--- src/rtl/itda_pkg.sv ---
// Package for the integer-to-decimal-ASCII converter.
// Holds shared constants and the controller/datapath command and status types.
// No dependencies.
`default_nettype none

package itda_pkg;

   localparam int unsigned VALUE_W     = 32;
   localparam int unsigned CHAR_W      = 8;
   localparam int unsigned DIGIT_W     = 4;
   localparam int unsigned MAX_DIGITS  = 10;
   localparam int unsigned DIG_IDX_W   = 4;
   localparam int unsigned PROD_W      = 64;
   localparam int unsigned RECIP_SHIFT = 35;
   localparam int unsigned QUOT_W      = PROD_W - RECIP_SHIFT;

   localparam logic [VALUE_W-1:0] RECIP_10   = 32'hCCCC_CCCD;
   localparam logic [CHAR_W-1:0]  CHAR_MINUS = 8'd45;
   localparam logic [CHAR_W-1:0]  CHAR_ZERO  = 8'd48;

   typedef struct packed {
      logic load;
      logic mul;
      logic dig;
      logic step;
      logic sel_sign;
   } ctl_cmd_type;

   typedef struct packed {
      logic negative;
      logic quot_zero;
      logic ptr_zero;
   } dp_status_type;

endpackage

`default_nettype wire

--- src/rtl/int_to_decimal_ascii.sv ---
// Top level of the integer-to-decimal-ASCII converter.
// Joins itda_ctrl and itda_datapath; uses itda_pkg.
//
//   Channel | Ports                                   | Direction
//   req     | req_valid, req_stall, req_value[31:0]   | in (one signed integer)
//   rsp     | rsp_valid, rsp_stall, rsp_ascii_char,   | out (one character)
//           | rsp_last_char                           |
//
// One number at a time: load, then per decimal digit a multiply by the reciprocal
// of ten (ST_MUL) and a subtract for the remainder (ST_DIG), then one character per
// cycle while rsp_stall is low, with the minus sign first if negative.
// Reset is synchronous and returns the controller to idle.
// rsp_stall holds the current character; req_stall is high until the last one is done.
`default_nettype none

module int_to_decimal_ascii
   import itda_pkg::*;
(
   input  wire logic               clock,
   input  wire logic               reset,
   input  wire logic               req_valid,
   output logic                    req_stall,
   input  wire logic signed [31:0] req_value,
   output logic                    rsp_valid,
   input  wire logic               rsp_stall,
   output logic [7:0]              rsp_ascii_char,
   output logic                    rsp_last_char
);

   ctl_cmd_type   cmd;
   dp_status_type status;

   itda_ctrl u_ctrl (
      .clock     (clock),
      .reset     (reset),
      .req_valid (req_valid),
      .req_stall (req_stall),
      .rsp_valid (rsp_valid),
      .rsp_stall (rsp_stall),
      .status    (status),
      .cmd       (cmd)
   );

   itda_datapath u_datapath (
      .clock      (clock),
      .value      (req_value),
      .cmd        (cmd),
      .status     (status),
      .ascii_char (rsp_ascii_char),
      .last_char  (rsp_last_char)
   );

endmodule

`default_nettype wire

--- src/rtl/itda_datapath.sv ---
// Datapath for the integer-to-decimal-ASCII converter: magnitude register,
// reciprocal multiply by ten, digit store and character select. Uses itda_pkg.
`default_nettype none

module itda_datapath
   import itda_pkg::*;
(
   input  wire logic                 clock,
   input  wire logic [VALUE_W-1:0]   value,
   input  wire ctl_cmd_type          cmd,
   output dp_status_type             status,
   output logic [CHAR_W-1:0]         ascii_char,
   output logic                      last_char
);

   logic [VALUE_W-1:0]   mag_ff, mag_in;
   logic                 neg_ff;
   logic [PROD_W-1:0]    prod_ff;
   logic [DIGIT_W-1:0]   digits_ff [MAX_DIGITS];
   logic [DIG_IDX_W-1:0] cnt_ff;
   logic [DIG_IDX_W-1:0] ptr_ff;
   logic [VALUE_W-1:0]   quot;
   logic [VALUE_W-1:0]   rem_full;

   assign quot     = {{(VALUE_W-QUOT_W){1'b0}}, prod_ff[PROD_W-1:RECIP_SHIFT]};
   assign rem_full = mag_ff - {quot[VALUE_W-4:0], 3'b000} - {quot[VALUE_W-2:0], 1'b0};
   assign mag_in   = value[VALUE_W-1] ? (~value + 32'd1) : value;

   always_ff @(posedge clock) begin
      if (cmd.load) begin
         mag_ff <= mag_in;
         neg_ff <= value[VALUE_W-1];
         cnt_ff <= '0;
      end
      if (cmd.mul) begin
         prod_ff <= PROD_W'(mag_ff) * PROD_W'(RECIP_10);
      end
      if (cmd.dig) begin
         digits_ff[cnt_ff] <= rem_full[DIGIT_W-1:0];
         cnt_ff            <= cnt_ff + 4'd1;
         ptr_ff            <= cnt_ff;
         mag_ff            <= quot;
      end
      if (cmd.step) begin
         ptr_ff <= ptr_ff - 4'd1;
      end
   end

   assign status.negative  = neg_ff;
   assign status.quot_zero = (quot == '0);
   assign status.ptr_zero  = (ptr_ff == '0);

   assign ascii_char = cmd.sel_sign ? CHAR_MINUS
                                    : (CHAR_ZERO + {4'd0, digits_ff[ptr_ff]});
   assign last_char  = !cmd.sel_sign && (ptr_ff == '0);

endmodule

`default_nettype wire

--- src/rtl/itda_ctrl.sv ---
// Controller for the integer-to-decimal-ASCII converter: sequences load,
// digit extraction and character transfers. Uses itda_pkg.
`default_nettype none

module itda_ctrl
   import itda_pkg::*;
(
   input  wire logic          clock,
   input  wire logic          reset,
   input  wire logic          req_valid,
   output logic               req_stall,
   output logic               rsp_valid,
   input  wire logic          rsp_stall,
   input  wire dp_status_type status,
   output ctl_cmd_type        cmd
);

   typedef enum logic [4:0] {
      ST_IDLE = 5'b00001,
      ST_MUL  = 5'b00010,
      ST_DIG  = 5'b00100,
      ST_SIGN = 5'b01000,
      ST_EMIT = 5'b10000
   } state_type;

   state_type state_ff, state_in;

   always_ff @(posedge clock) begin
      if (reset) begin
         state_ff <= ST_IDLE;
      end else begin
         state_ff <= state_in;
      end
   end

   always_comb begin
      state_in     = state_ff;
      cmd          = '0;
      req_stall    = 1'b1;
      rsp_valid    = 1'b0;
      unique case (state_ff)
         ST_IDLE: begin
            req_stall = 1'b0;
            if (req_valid) begin
               cmd.load = 1'b1;
               state_in = ST_MUL;
            end
         end
         ST_MUL: begin
            cmd.mul  = 1'b1;
            state_in = ST_DIG;
         end
         ST_DIG: begin
            cmd.dig = 1'b1;
            if (!status.quot_zero) begin
               state_in = ST_MUL;
            end else if (status.negative) begin
               state_in = ST_SIGN;
            end else begin
               state_in = ST_EMIT;
            end
         end
         ST_SIGN: begin
            rsp_valid    = 1'b1;
            cmd.sel_sign = 1'b1;
            if (!rsp_stall) begin
               state_in = ST_EMIT;
            end
         end
         ST_EMIT: begin
            rsp_valid = 1'b1;
            if (!rsp_stall) begin
               if (status.ptr_zero) begin
                  state_in = ST_IDLE;
               end else begin
                  cmd.step = 1'b1;
               end
            end
         end
         default: begin
            state_in = ST_IDLE;
         end
      endcase
   end

endmodule

`default_nettype wire
--- config.mk ---
export PLATFORM = sky130hd
export DESIGN_NAME = int_to_decimal_ascii
export DESIGN_NICKNAME = d
export VERILOG_FILES = /design/src/rtl/itda_pkg.sv /design/src/rtl/int_to_decimal_ascii.sv /design/src/rtl/itda_datapath.sv /design/src/rtl/itda_ctrl.sv
export SDC_FILE = /design/constraint.sdc
export NUM_CORES = 1
export LEC_CHECK = 0
export BUFFER_PORTS_ARGS = -buffer_cell sky130_fd_sc_hd__buf_2
export CAP_MARGIN = 30
export CORE_MARGIN = 2
export CORE_UTILIZATION = 65
export CTS_BUF_LIST = sky130_fd_sc_hd__clkbuf_2
export DETAILED_ROUTE_END_ITERATION = 7
export PLACE_DENSITY = 0.8
export SYNTH_ARGS = -nofsm -noshare
export SYNTH_HDL_FRONTEND = slang
export SYNTH_HIERARCHICAL = 1
export SYNTH_SLANG_ARGS = --single-unit
--- constraint.sdc ---
create_clock -name clock -period 7.96 [get_ports clock]
set_input_delay 0.796 -clock clock [delete_from_list [all_inputs] [get_ports clock]]
set_output_delay 0.796 -clock clock [all_outputs]
set_load 0.1 [all_outputs]
# --- Word-level counts from Yosys, hierarchy flattened ---
# Memories as Yosys holds them, arrays and structs flattened. A register that Yosys moved wholly into a read port is not among the register bits.
# Index checks and enable logic that the tools add are counted.
totals:
  reg_bits: 110
  mem_bits_rw: 40
  output_inout_bits: 11
  word_cells: 61
  mem_count: 1
memory_table:
  columns: ["name", "words", "word_bits", "rd", "rd_clocked_by_memory_dff", "write_ports", "line_no", "source"]
  rows:
  - ["u_datapath.digits_ff", 10, 4, 1, 1, 1, "itda_datapath.sv:19", "logic [DIGIT_W-1:0] digits_ff [MAX_DIGITS];"]
op_classes:
  add_sub_neg: 6
  n_mul: 1
  eq_ne: 9
  mux: 28
  n_bitwise: 1
  n_reduce_logical: 8
op_table:
  columns: ["operator", "count"]
  rows:
  - ["$mul 32x32->64 const B", 1]
  - ["$mux 29", 2]
  - ["$add 32x1->32 const B", 1]
  - ["$logic_not 32->1", 1]
  - ["$mux 32", 1]
  - ["$not 32->32", 1]
  - ["$mux 5", 6]
  - ["$pmux 5 s5", 1]
  - ["$mux 4", 5]
  - ["$mux 1", 12]
  - ["$mux 8", 1]
  - ["$ne 2x2->1 const B", 4]
  - ["$sub 4x4->4", 2]
  - ["$add 6x4->7 const A", 1]
  - ["$eq 5x1->1 const B", 1]
  - ["$eq 5x2->1 const B", 1]
  - ["$eq 5x3->1 const B", 1]
  - ["$eq 5x4->1 const B", 1]
  - ["$eq 5x5->1 const B", 1]
  - ["$add 4x1->4 const B", 1]
  - ["$logic_not 4->1", 1]
  - ["$reduce_and 4->1", 1]
  - ["$reduce_bool 2->1", 2]
  - ["$sub 4x1->4 const B", 1]
  - ["3 further kinds", 3]

# --- Logic depth before layout (Yosys ltp) ---
# Gate-level depths: netlist (run 1).
depth:
  depth_word: 6
  depth_mapped: 25

# --- Modules after synthesis ---
# The synthesis (run 1) kept the hierarchy.
modules_own_cells:
  columns: ["module", "n_inst", "cells_each", "area_per_inst_um2", "seq_area_each_um2"]
  rows:
  - ["itda_datapath", 1, 2077, 21933.5, 3353.2]
  - ["itda_ctrl", 1, 47, 355.3, 100.1]

# --- Least setup slack after synthesis (run 1) ---
# Ideal clock, no wire load.
synth_timing:
  path_kind: "register to register"
  start: "register u_datapath.mag_ff[8]"
  end: "register u_datapath.prod_ff[57] (data pin)"
  setup_ps: 195
  arrival_ps: 7004
  required_time_ps: 7765
  slack_ps: 761
  path_stages_with_launch: 23
  n_path_buf: 1
  synth_period_minus_slack_ps: 7199
  path_cell_list: "edfxtp_1 ha_1 clkbuf_1 xnor2_1 o21ai_0 fa_1 inv_1 fa_1 fa_1 inv_1 fa_1 fa_1 fa_1 ha_1 a21o_1 a21o_1 a2111oi_0 o21ai_0 a21oi_1 nand3_1 o311a_1 or4b_2 o311ai_0"
synth_via:
  elab_chain_cells: 1
synth_rtl:
  columns: ["item", "line_no", "source"]
  rows:
  - ["from (decl)", "itda_datapath.sv:16", "logic [VALUE_W-1:0] mag_ff, mag_in;"]
  - ["from (signal assigned)", "itda_datapath.sv:31", "mag_ff <= mag_in;"]
  - ["from (signal assigned)", "itda_datapath.sv:42", "mag_ff <= quot;"]
  - ["$mul 32x32->64", "itda_datapath.sv:36", "prod_ff <= PROD_W'(mag_ff) * PROD_W'(RECIP_10);"]
  - ["to (signal assigned)", "itda_datapath.sv:36", null]
  - ["to (decl)", "itda_datapath.sv:18", "logic [PROD_W-1:0] prod_ff;"]
# Every way passes these cells.
# A chain may end at the register's enable or synchronous reset.

# --- Final worst setup path (run 1) ---
layout_timing:
  start: "register u_datapath.mag_ff[21]"
  end: "register u_datapath.prod_ff[58] (data pin)"
# Same word-level chain as after synthesis.

==> results of run 1 <==
per-layer routing:
metal | share of wire [%] | routed length [um]
met2 | 48 | 30340
met4 | 6.2 | 3915
met3 | 6.0 | 3804
met1 | 40 | 25060
met5 | 0 | 0
path summary, 6_finish.rpt:
check / to / slack, ns / depth (start not counted)
max: u_datapath/prod_ff[58]$_DFFE_PP_ / 0.28 / 25
min: u_ctrl/state_ff[1]$_SDFFE_PP0P_ / 0.33 / 2
max reg2reg: u_datapath/prod_ff[58]$_DFFE_PP_ / 0.28 / 25
min reg2reg: flip-flop / 0.54 / 1
through the flow:
stage / cell area [um^2] / hold slack (ns) / instances / setup slack (ns) / util (%)
after CTS: 23610 / 0.2803 / 2675 / 0.04343 / 70.22
after detailed placement: 23370 / 0.5402 / 2643 / 0.1272 / 69.51
final: 23710 / 0.3339 / 2686 / 0.2770 / 70.53
after global placement: 23360 / 0.5259 / 2642 / 0.2400 / 69.48
after floorplan: 22290 / 0.5019 / 2125 / 0.7607 / -
after global routing: 23710 / 0.2258 / 2686 / 0.0001839 / 70.53
state kept, by name (all words and copies together) (netlist names), named ones only:
name                  flops
u_ctrl/state_ff           5
u_datapath/prod_ff       29
u_datapath/ptr_ff         4
u_datapath/cnt_ff         4
u_datapath/neg_ff         1
u_datapath/mag_ff        32
u_datapath/digits_ff     40
final cells by class:
cell class	count	area, um^2	share of cell area [%]
clock buffer	17	85.08	0.3589
tap	448	560.5	2.364
inverter	569	2136	9.009
sequential	119	3453	14.57
multi-input combinational	1408	16600	70.03
timing repair buffer	109	713.2	3.008
antenna	1	2.502	0.01056
clock inverter	15	153.9	0.6491
worst max-delay path, delay by kind of cell, from the launching register on:
| family | cells | cell delay [ns] |
|---|---|---|
| AOI/OAI and AO/OA | 8 | 1.72 |
| adders and majority gates | 9 | 4.37 |
| xor gates and xnor gates | 1 | 0.14 |
| DFF | 1 | 0.64 |
| buffers and inverters | 7 | 0.57 |
cells by family after synthesis:
| kind of cell | Yosys count | synth area share (%) |
|---|---|---|
| other cells | 2 | 0.03369 |
| xor+xnor | 111 | 4.362 |
| fa+ha+maj | 742 | 54.65 |
| buf+inv | 598 | 10.14 |
| mux | 21 | 1.431 |
| flops | 119 | 15.49 |
| compound gates | 264 | 7.550 |
| simple gates | 267 | 6.338 |
layout by cell type (no fill, tap or decap), types with 17 or more instances in the layout:
cell / synthesis / final
inv_1: 569 / 569
fa_1: 386 / 386
ha_1: 356 / 351
edfxtp_1: 107 / 107
nand2_1: 94 / 94
o21ai_0: 75 / 75
a21oi_1: 69 / 69
xor2_1: 66 / 66
buf_4: 4 / 65
xnor2_1: 45 / 45
buf_2: 0 / 43
a21o_1: 41 / 41
nor2_1: 37 / 37
and2_1: 22 / 22
clkbuf_2: 0 / 17
repair_timing:
item / in CTS / in global routing
endpoints found under the hold margin: 0 / 0
setup endpoints to repair: 0 / 11
resized for setup: 0 / 7
buffers inserted: 0 / 10
==> impl_metrics.yaml, run 1 <==
status:
  status: "finished, final reports clean"
setup_path:
  critPathCaptureType: "flip-flop"
  path_class: "flip-flop to flip-flop"
  path_max_fanout: 5
  slowest_delay_ns: 0.64
  crit_required_ns: 8.39
  start_kind: "flip-flop"
  worstPathArrival_ns: 8.12
  crit_path_start: "u_datapath/mag_ff[21]$_DFFE_PP_"
  crit_top_cell: "fa_1"
  cp_slowest_cell: "edfxtp_1"
  r2r-start: "u_datapath/mag_ff[21]$_DFFE_PP_"
die:
  rows: 67
  die-area_um2: 35790
  core_um2: 33620
  initial_core_util_pct: 66.30
  die_x_um: 189.2
  die_y_um: 189.2
  io_pins: 47
sta:
  setup_viol: 0
  rsz0062_at_grt: "true"
  min_period_ns: 7.683
  slew_headroom_pct: 35.25
  fmax_ghz: 0.1302
  finalCritPeriodShare_pct: 96.52
  hold_violations: 0
  worstMarginPinSlew_ns: 0.9713
  clock_skew_ns: 0.06351
  tns_ns: 0
  finalMaxSlewViolations: 0
cts:
  cts.sinks: 119
  htreeDepth: 4
  holdBufCountCts: 0
  clockBufferDepth: 2
  cts_tree: "done"
  clock_latency_ns: 0.67
  path_clk_slew_ns: 0.28
  cts_inserted_buffers: 17
  clockRootBuffer: "clkbuf_2"
global_routing:
  grt_max_degree: 73
  grt_pass1_vias: 16510
  overflow: 0
  use_met2_pct: 61.14
  grtUsageMet3_pct: 3.448
  grt_usage_pct: 37.02
  grt_antenna_before_repair: 1
  busiest_layer: "met2"
  use_met1_pct: 49.29
  grt_pass1_wl_mm: 96.37
synthesis:
  synth_edf_count: 107
  ys_ff_latch: 119
  synth_commonest_cells: "inv_1 (569), fa_1 (386), ha_1 (356)"
  syn_area_um2: 22290
  yosysTopAreaCell: "fa_1"
  async_flop_share_pct: 0
  synth_cells: 2124
  ys_seq_area_share_pct: 15.49
  yosys_warnings: 6
  synth_area_leaders: "fa_1 (35%), ha_1 (20%), edfxtp_1 (14%)"
  synth.distinct_cells: 72
  yosysTopAreaCellShare_pct: 34.67
  synth_top_flop_cell: "edfxtp_1"
  syn_avg_cell_area_um2: 10.49
  synth.most_common_cell: "inv_1"
route:
  routed_wl_mm: 63.11
  wire_per_inst_um: 23.50
  drc: 0
  dr.pass1.iters: 5
  drt_iter0_markers: 1411
  vias_per_cell: 5.792
  ant_nets: 0
  num_vias: 15560
worst_hold_path:
  hp-class: "input port to flip-flop"
  hold_path.startpoint: "reset"
placement:
  gp_congestion: 0.9893
  io_buffers: 43
  dp_hpwl_mm: 56.52
finish:
  area_delta_synth_final_pct: 6.366
  final_nets: 3002
  drive_above_1_share_pct: 8.181
  nFillCells: 2652
job:
  drv_cap: 0
Power of run 1 is not shown: default switching activity piles up to over one toggle a cycle in this logic, so the estimate is an artifact.
==> inputs of run 2 (changes only) <==
--- a/config.mk
+++ b/config.mk
@@ -14,5 +14,4 @@
 export PLACE_DENSITY = 0.8
 export SYNTH_ARGS = -nofsm -noshare
 export SYNTH_HDL_FRONTEND = slang
-export SYNTH_HIERARCHICAL = 1
 export SYNTH_SLANG_ARGS = --single-unit
==> run 2 against run 1 <==
  * Largest cell class unchanged
  * Global-route usage is 0.24 points lower
  * Sequential cell count stayed put
  * Register-to-register slack barely moved
  * Final cell count is 1.4% lower
  * Count of clock-buffer cells in the layout unchanged
  * Synthesized area shrank 0.58%
  * Wire length is 1.7% lower
  * Maximum frequency is essentially flat
  * Sequential share of layout area grew 0.15 points
  * Core utilization shrank 0.54 points
  * Die area is 0.57% lower
==> impl_metrics.yaml, run 2 <==
placement:
  dp_hpwl_mm: 55.06
  dp_slack_ns: -0.4334
  gp_congestion: 0.9988
  io_buffers: 43
  place_inst: 2609
sta:
  clock_skew_ns: 0.04977
  fmax_ghz: 0.1302
  slew_headroom_pct: 36.52
  hold_violations: 0
  fin_hold_ws_ns: 0.2670
  rsz0062_at_grt: "false"
  fin_ws_ns: 0.2806
  min_period_ns: 7.679
  setup_viol: 0
  worstMarginPinSlew_ns: 0.9522
  finalMaxSlewViolations: 0
  finalCritPeriodShare_pct: 96.47
  tns_ns: 0
synthesis:
  yosys_warnings: 0
  synth_cells: 2109
  synth_top_flop_cell: "edfxtp_1"
  synth.distinct_cells: 71
  async_flop_share_pct: 0
  yosysTopAreaCell: "fa_1"
  syn_avg_cell_area_um2: 10.51
  synth_commonest_cells: "inv_1 (563), fa_1 (387), ha_1 (357)"
  synth_area_leaders: "fa_1 (35%), ha_1 (20%), edfxtp_1 (15%)"
  syn_area_um2: 22160
  yosysTopAreaCellShare_pct: 34.96
  ys_seq_area_share_pct: 15.58
  synth_edf_count: 107
  ys_ff_latch: 119
  synth.most_common_cell: "inv_1"
setup_path:
  path_max_fanout: 8
  crit_top_cell: "fa_1"
  cp_slowest_cell: "edfxtp_1"
  slowest_delay_ns: 0.66
  critPathCaptureType: "flip-flop"
  worstPathCellList: "ha_1, xor2_1, ha_1, a21o_1, fa_1, inv_1, fa_1, inv_1, fa_1, fa_1, fa_1, fa_1, ha_1, nand3_1, nor2_2, a31oi_1, a211oi_4, nor2_1, o31ai_2, buf_4, a21oi_1, o311ai_1"
  crit_required_ns: 8.46
  worstPathArrival_ns: 8.18
  path_class: "flip-flop to flip-flop"
  start_kind: "flip-flop"
finish:
  area_delta_synth_final_pct: 5.912
  largest_reg_flops: 40
  drive_above_1_share_pct: 7.318
  fin_cells: 2649
  largest-register: "u_datapath.digits_ff"
  layout_common_cells: "inv_1 (563), fa_1 (387), ha_1 (352)"
  reg_top3: "u_datapath.digits_ff (40), u_datapath.mag_ff (32), u_datapath.prod_ff (29)"
  final_common_cell: "inv_1"
  final_nets: 2967
  nFillCells: 2573
die:
  die_x_um: 188.6
  die_y_um: 188.6
  io_pins: 47
  core_um2: 33530
  rows: 67
  initial_core_util_pct: 66.08
  die-area_um2: 35580
cts:
  clock_latency_ns: 0.73
  path_clk_slew_ns: 0.23
  cts_inserted_buffers: 17
  cts.sinks: 119
  cts_tree: "done"
  clockRootBuffer: "clkbuf_2"
  holdBufCountCts: 0
  htreeDepth: 4
  clockBufferDepth: 2
global_routing:
  overflow: 0
  grt_pass1_vias: 16830
  grt_antenna_before_repair: 1
  grt_max_degree: 66
  grt_pass1_wl_mm: 95.97
  grt_usage_pct: 36.78
route:
  num_vias: 15360
  routed_wl_mm: 62.06
  dr.pass1.iters: 7
  drt_iter0_markers: 1418
  vias_per_cell: 5.800
  drc: 0
  ant_nets: 0
  wire_per_inst_um: 23.43
status:
  status: "finished, final reports clean"
job:
  drv_cap: 0
worst_hold_path:
  hp-class: "input port to flip-flop"
-- run 2: cell types whose count changed in the layout (fill, tap and decap cells not counted), moves of 5 or more --
cell / previous run / this run
a21o_1: 41 / 33
a21oi_1: 69 / 59
and2_1: 22 / 16
buf_4: 65 / 43
inv_1: 569 / 563
nor2_1: 37 / 55
nor3_1: 8 / 13
o211ai_1: 4 / 9
o21ai_0: 75 / 60
o21ai_1: 0 / 9
o21bai_1: 9 / 3
o311ai_0: 6 / 0
-- run 2: logic make-up (layout without fill, tap and decap cells) --
| kind of cell | Yosys count | count (layout) | synth area share [%] |
|---|---|---|---|
| muxes | 21 | 21 | 1.446 |
| xor gates and xnor gates | 109 | 109 | 4.308 |
| adders and majority gates | 744 | 744 | 55.12 |
| DFF | 119 | 119 | 15.58 |
| AOI/OAI and AO/OA | 249 | 249 | 7.239 |
| buffers and inverters | 592 | 682 | 10.08 |
| and+or+nand+nor | 273 | 273 | 6.183 |
| other | 2 | 4 | 0.03389 |
-- run 2: repair_timing --
| action | CTS | global route |
|---|---|---|
| endpoints found under the setup margin | 6 | 12 |
| resized for setup | 4 | 9 |
| buffers inserted | 0 | 7 |
| pin swaps | 0 | 3 |
-- run 2: routing by layer --
layer,global-route usage [%],vias up,part of all wire [%]
li1,-,6913,-
met2,60.36,582,48
met1,47.70,7719,40
met4,21.00,0,6.7
met3,4.433,149,5.6
met5,0,-,0
-- run 2: metrics by stage --
step	cell area (um^2)	util [%]
4_1_cts	23370	69.70
3_3_place_gp	23100	68.88
6_report	23470	69.99
2_1_floorplan	22160	-
5_1_grt	23470	69.99
3_5_place_dp	23100	68.88
-- run 2: critical path: cells and delay by family, from the launching register on --
family	cells	cell delay, ns
fa+ha+maj	9	4.03
xor+xnor	1	0.21
flops	1	0.66
compound gates	6	1.57
simple gates	3	0.67
buf+inv	3	0.30
-- run 2: final cells by class --
type                            count  area (um^2)  share of cell area (%)
Multi-Input combinational cell   1399        16530                   70.43
Inverter                          563         2113                   9.005
Antenna cell                        1        2.502                 0.01066
Clock inverter                     15        167.7                  0.7144
Tap cell                          448        560.5                   2.388
Clock buffer                       17        85.08                  0.3625
Timing Repair Buffer               87        558.0                   2.378
Sequential cell                   119         3453                   14.71
-- run 2: final timing paths --
check	startpoint	slack [ns]	depth (start not counted)	to
max	u_datapath.mag_ff[6]$_DFFE_PP_	0.28	22	u_datapath.prod_ff[50]$_DFFE_PP_
min	reset	0.27	2	u_ctrl.state_ff[3]$_SDFFE_PP0P_
max reg2reg	u_datapath.mag_ff[6]$_DFFE_PP_	0.28	22	u_datapath.prod_ff[50]$_DFFE_PP_
min reg2reg	u_datapath.neg_ff$_DFFE_PP_	0.54	2	u_ctrl.state_ff[3]$_SDFFE_PP0P_
Power of run 2 is left out for the same reason.
==> inputs of run 3 (changes only) <==
--- a/config.mk
+++ b/config.mk
@@ -8,10 +8,10 @@
 export BUFFER_PORTS_ARGS = -buffer_cell sky130_fd_sc_hd__buf_2
 export CAP_MARGIN = 30
 export CORE_MARGIN = 2
-export CORE_UTILIZATION = 65
+export CORE_UTILIZATION = 47
 export CTS_BUF_LIST = sky130_fd_sc_hd__clkbuf_2
 export DETAILED_ROUTE_END_ITERATION = 7
-export PLACE_DENSITY = 0.8
+export PLACE_DENSITY = 0.61
 export SYNTH_ARGS = -nofsm -noshare
 export SYNTH_HDL_FRONTEND = slang
 export SYNTH_SLANG_ARGS = --single-unit
==> run 3 against run 2 <==
  * Core utilization is 19 points lower
  * Count of clock-buffer cells in the layout is the same
  * Sequential share of layout area is 0.15 points lower
  * Sequential cell count unchanged
  * First-iteration DRC count shrank 25%
  * Clock skew grew 0.026 ns
  * Non-clock buffer count up 12
==> impl_metrics.yaml, run 3 (synthesis results as in run 2) <==
status:
  status: "finished, final reports clean"
sta:
  finalCritPeriodShare_pct: 95.52
  setup_viol: 0
  fmax_ghz: 0.1315
  slew_headroom_pct: 34.68
  hold_violations: 0
  worstMarginPinSlew_ns: 0.9708
  finalMaxSlewViolations: 0
  clock_skew_ns: 0.07612
  rsz0062_at_grt: "false"
  min_period_ns: 7.604
  fin_ws_ns: 0.3564
  tns_ns: 0
finish:
  largest-register: "u_datapath.digits_ff"
  area_delta_synth_final_pct: 6.985
  nFillCells: 4305
  largest_reg_flops: 40
  final_common_cell: "inv_1"
  drive_above_1_share_pct: 7.595
  reg_top3: "u_datapath.digits_ff (40), u_datapath.mag_ff (32), u_datapath.prod_ff (29)"
  final_nets: 2979
  layout_common_cells: "inv_1 (563), fa_1 (387), ha_1 (354)"
setup_path:
  r2r_end: "u_datapath.prod_ff[59]$_DFFE_PP_"
  critPathCapture: "u_datapath.prod_ff[59]$_DFFE_PP_"
  rr_worst_depth: 23
  start_kind: "flip-flop"
  rrSetupSlack_ns: 0.36
  path_class: "flip-flop to flip-flop"
  path_max_fanout: 5
  crit_path_start: "u_datapath.mag_ff[18]$_DFFE_PP_"
  worstPathArrival_ns: 8.20
  crit_required_ns: 8.56
  critPathCaptureType: "flip-flop"
  r2r-start: "u_datapath.mag_ff[18]$_DFFE_PP_"
die:
  core_um2: 46560
  die-area_um2: 48900
  initial_core_util_pct: 47.60
  rows: 79
  io_pins: 47
  die_y_um: 221.1
  die_x_um: 221.1
placement:
  dp_hpwl_mm: 56.46
  io_buffers: 43
  gp_congestion: 0.9685
  dp_slack_ns: -0.06162
route:
  vias_per_cell: 5.361
  num_vias: 15120
  drc: 0
  ant_nets: 0
  wire_per_inst_um: 22.38
  drt_iter0_markers: 1067
  dr.pass1.iters: 5
  routed_wl_mm: 63.15
global_routing:
  grt_pass1_wl_mm: 97.46
  grt_antenna_before_repair: 1
  grt_usage_pct: 26.66
  overflow: 0
  grt_max_degree: 66
  grt_pass1_vias: 16200
worst_hold_path:
  hp-class: "input port to flip-flop"
cts:
  path_clk_slew_ns: 0.31
  clockBufferDepth: 2
  holdBufCountCts: 0
  cts_tree: "done"
  cts.sinks: 119
  clock_latency_ns: 0.81
  htreeDepth: 4
  cts_inserted_buffers: 17
  clockRootBuffer: "clkbuf_2"
job:
  drv_cap: 0
==> run 3: repair_timing <==
action,CTS,global route
cloned,0,0
setup endpoints to repair,3,3
gates resized for setup,1,6
buffers inserted,1,4
==> run 3: metrics by stage <==
step / hold WS, ns / util (%) / std cells / instance area [um^2]
after floorplan: 0.4923 / - / 2110 / 22160
after global placement: 0.5106 / 50.26 / 2782 / 23400
after detailed placement: 0.5316 / 50.26 / 2782 / 23400
after CTS: 0.1194 / 50.80 / 2815 / 23650
after global routing: 0.1462 / 50.92 / 2820 / 23700
final: 0.2097 / 50.92 / 2821 / 23710
==> run 3: per-layer routing <==
| layer | global-route usage, % | up-vias | wire length, um |
|---|---|---|---|
| met1 | 37.09 | 7719 | 27770 |
| met3 | 2.855 | 76 | 3028 |
| met2 | 43.29 | 400 | 29840 |
| met4 | 9.829 | 0 | 2509 |
| met5 | 0 | - | 0 |
| li1 | - | 6929 | - |
==> run 3: area by class of cell <==
class	instances	area, um^2	area share [%]
diodes	2	5.005	0.02111
clock buffers	17	85.08	0.3589
clock inverters	15	153.9	0.6492
inverters	563	2113	8.914
multi-input cells	1399	16500	69.60
flip-flops and latches	119	3453	14.57
well taps	607	759.5	3.204
repair buffers	99	635.6	2.681
==> run 3: worst min-delay path by stage <==
| stage | end | depth (start not counted) | slack (ns) | startpoint |
|---|---|---|---|---|
| after floorplan | u_ctrl.state_ff[3]$_SDFFE_PP0P_ | 2 | 0.49 | u_datapath.neg_ff$_DFFE_PP_ |
| after global placement | u_ctrl.state_ff[3]$_SDFFE_PP0P_ | 2 | 0.51 | u_datapath.neg_ff$_DFFE_PP_ |
| after detailed placement | flip-flop | 1 | 0.53 | u_datapath.ptr_ff[1]$_DFFE_PN_ |
| after CTS | u_ctrl.state_ff[1]$_SDFFE_PP0P_ | 2 | 0.12 | reset |
| after global routing | u_ctrl.state_ff[1]$_SDFFE_PP0P_ | 2 | 0.15 | reset |
| final | u_ctrl.state_ff[3]$_SDFFE_PP0P_ | 2 | 0.21 | reset |
==> run 3: worst max-delay path, stage by stage (launching register included) <==
cell	delay (ns)
edfxtp_1	0.59
ha_1	0.40
inv_1	0.15
fa_1	0.55
inv_1	0.05
fa_1	0.50
inv_1	0.06
fa_1	0.49
inv_1	0.05
fa_1	0.56
fa_1	0.45
fa_1	0.51
inv_1	0.05
fa_1	0.48
inv_1	0.04
ha_1	0.32
nand4_1	0.14
nor2_1	0.23
o211ai_1	0.14
o31ai_2	0.50
nand3_2	0.27
o21ai_1	0.45
a2111oi_1	0.15
a211oi_1	0.24
Power of run 3 is left out for the same reason.
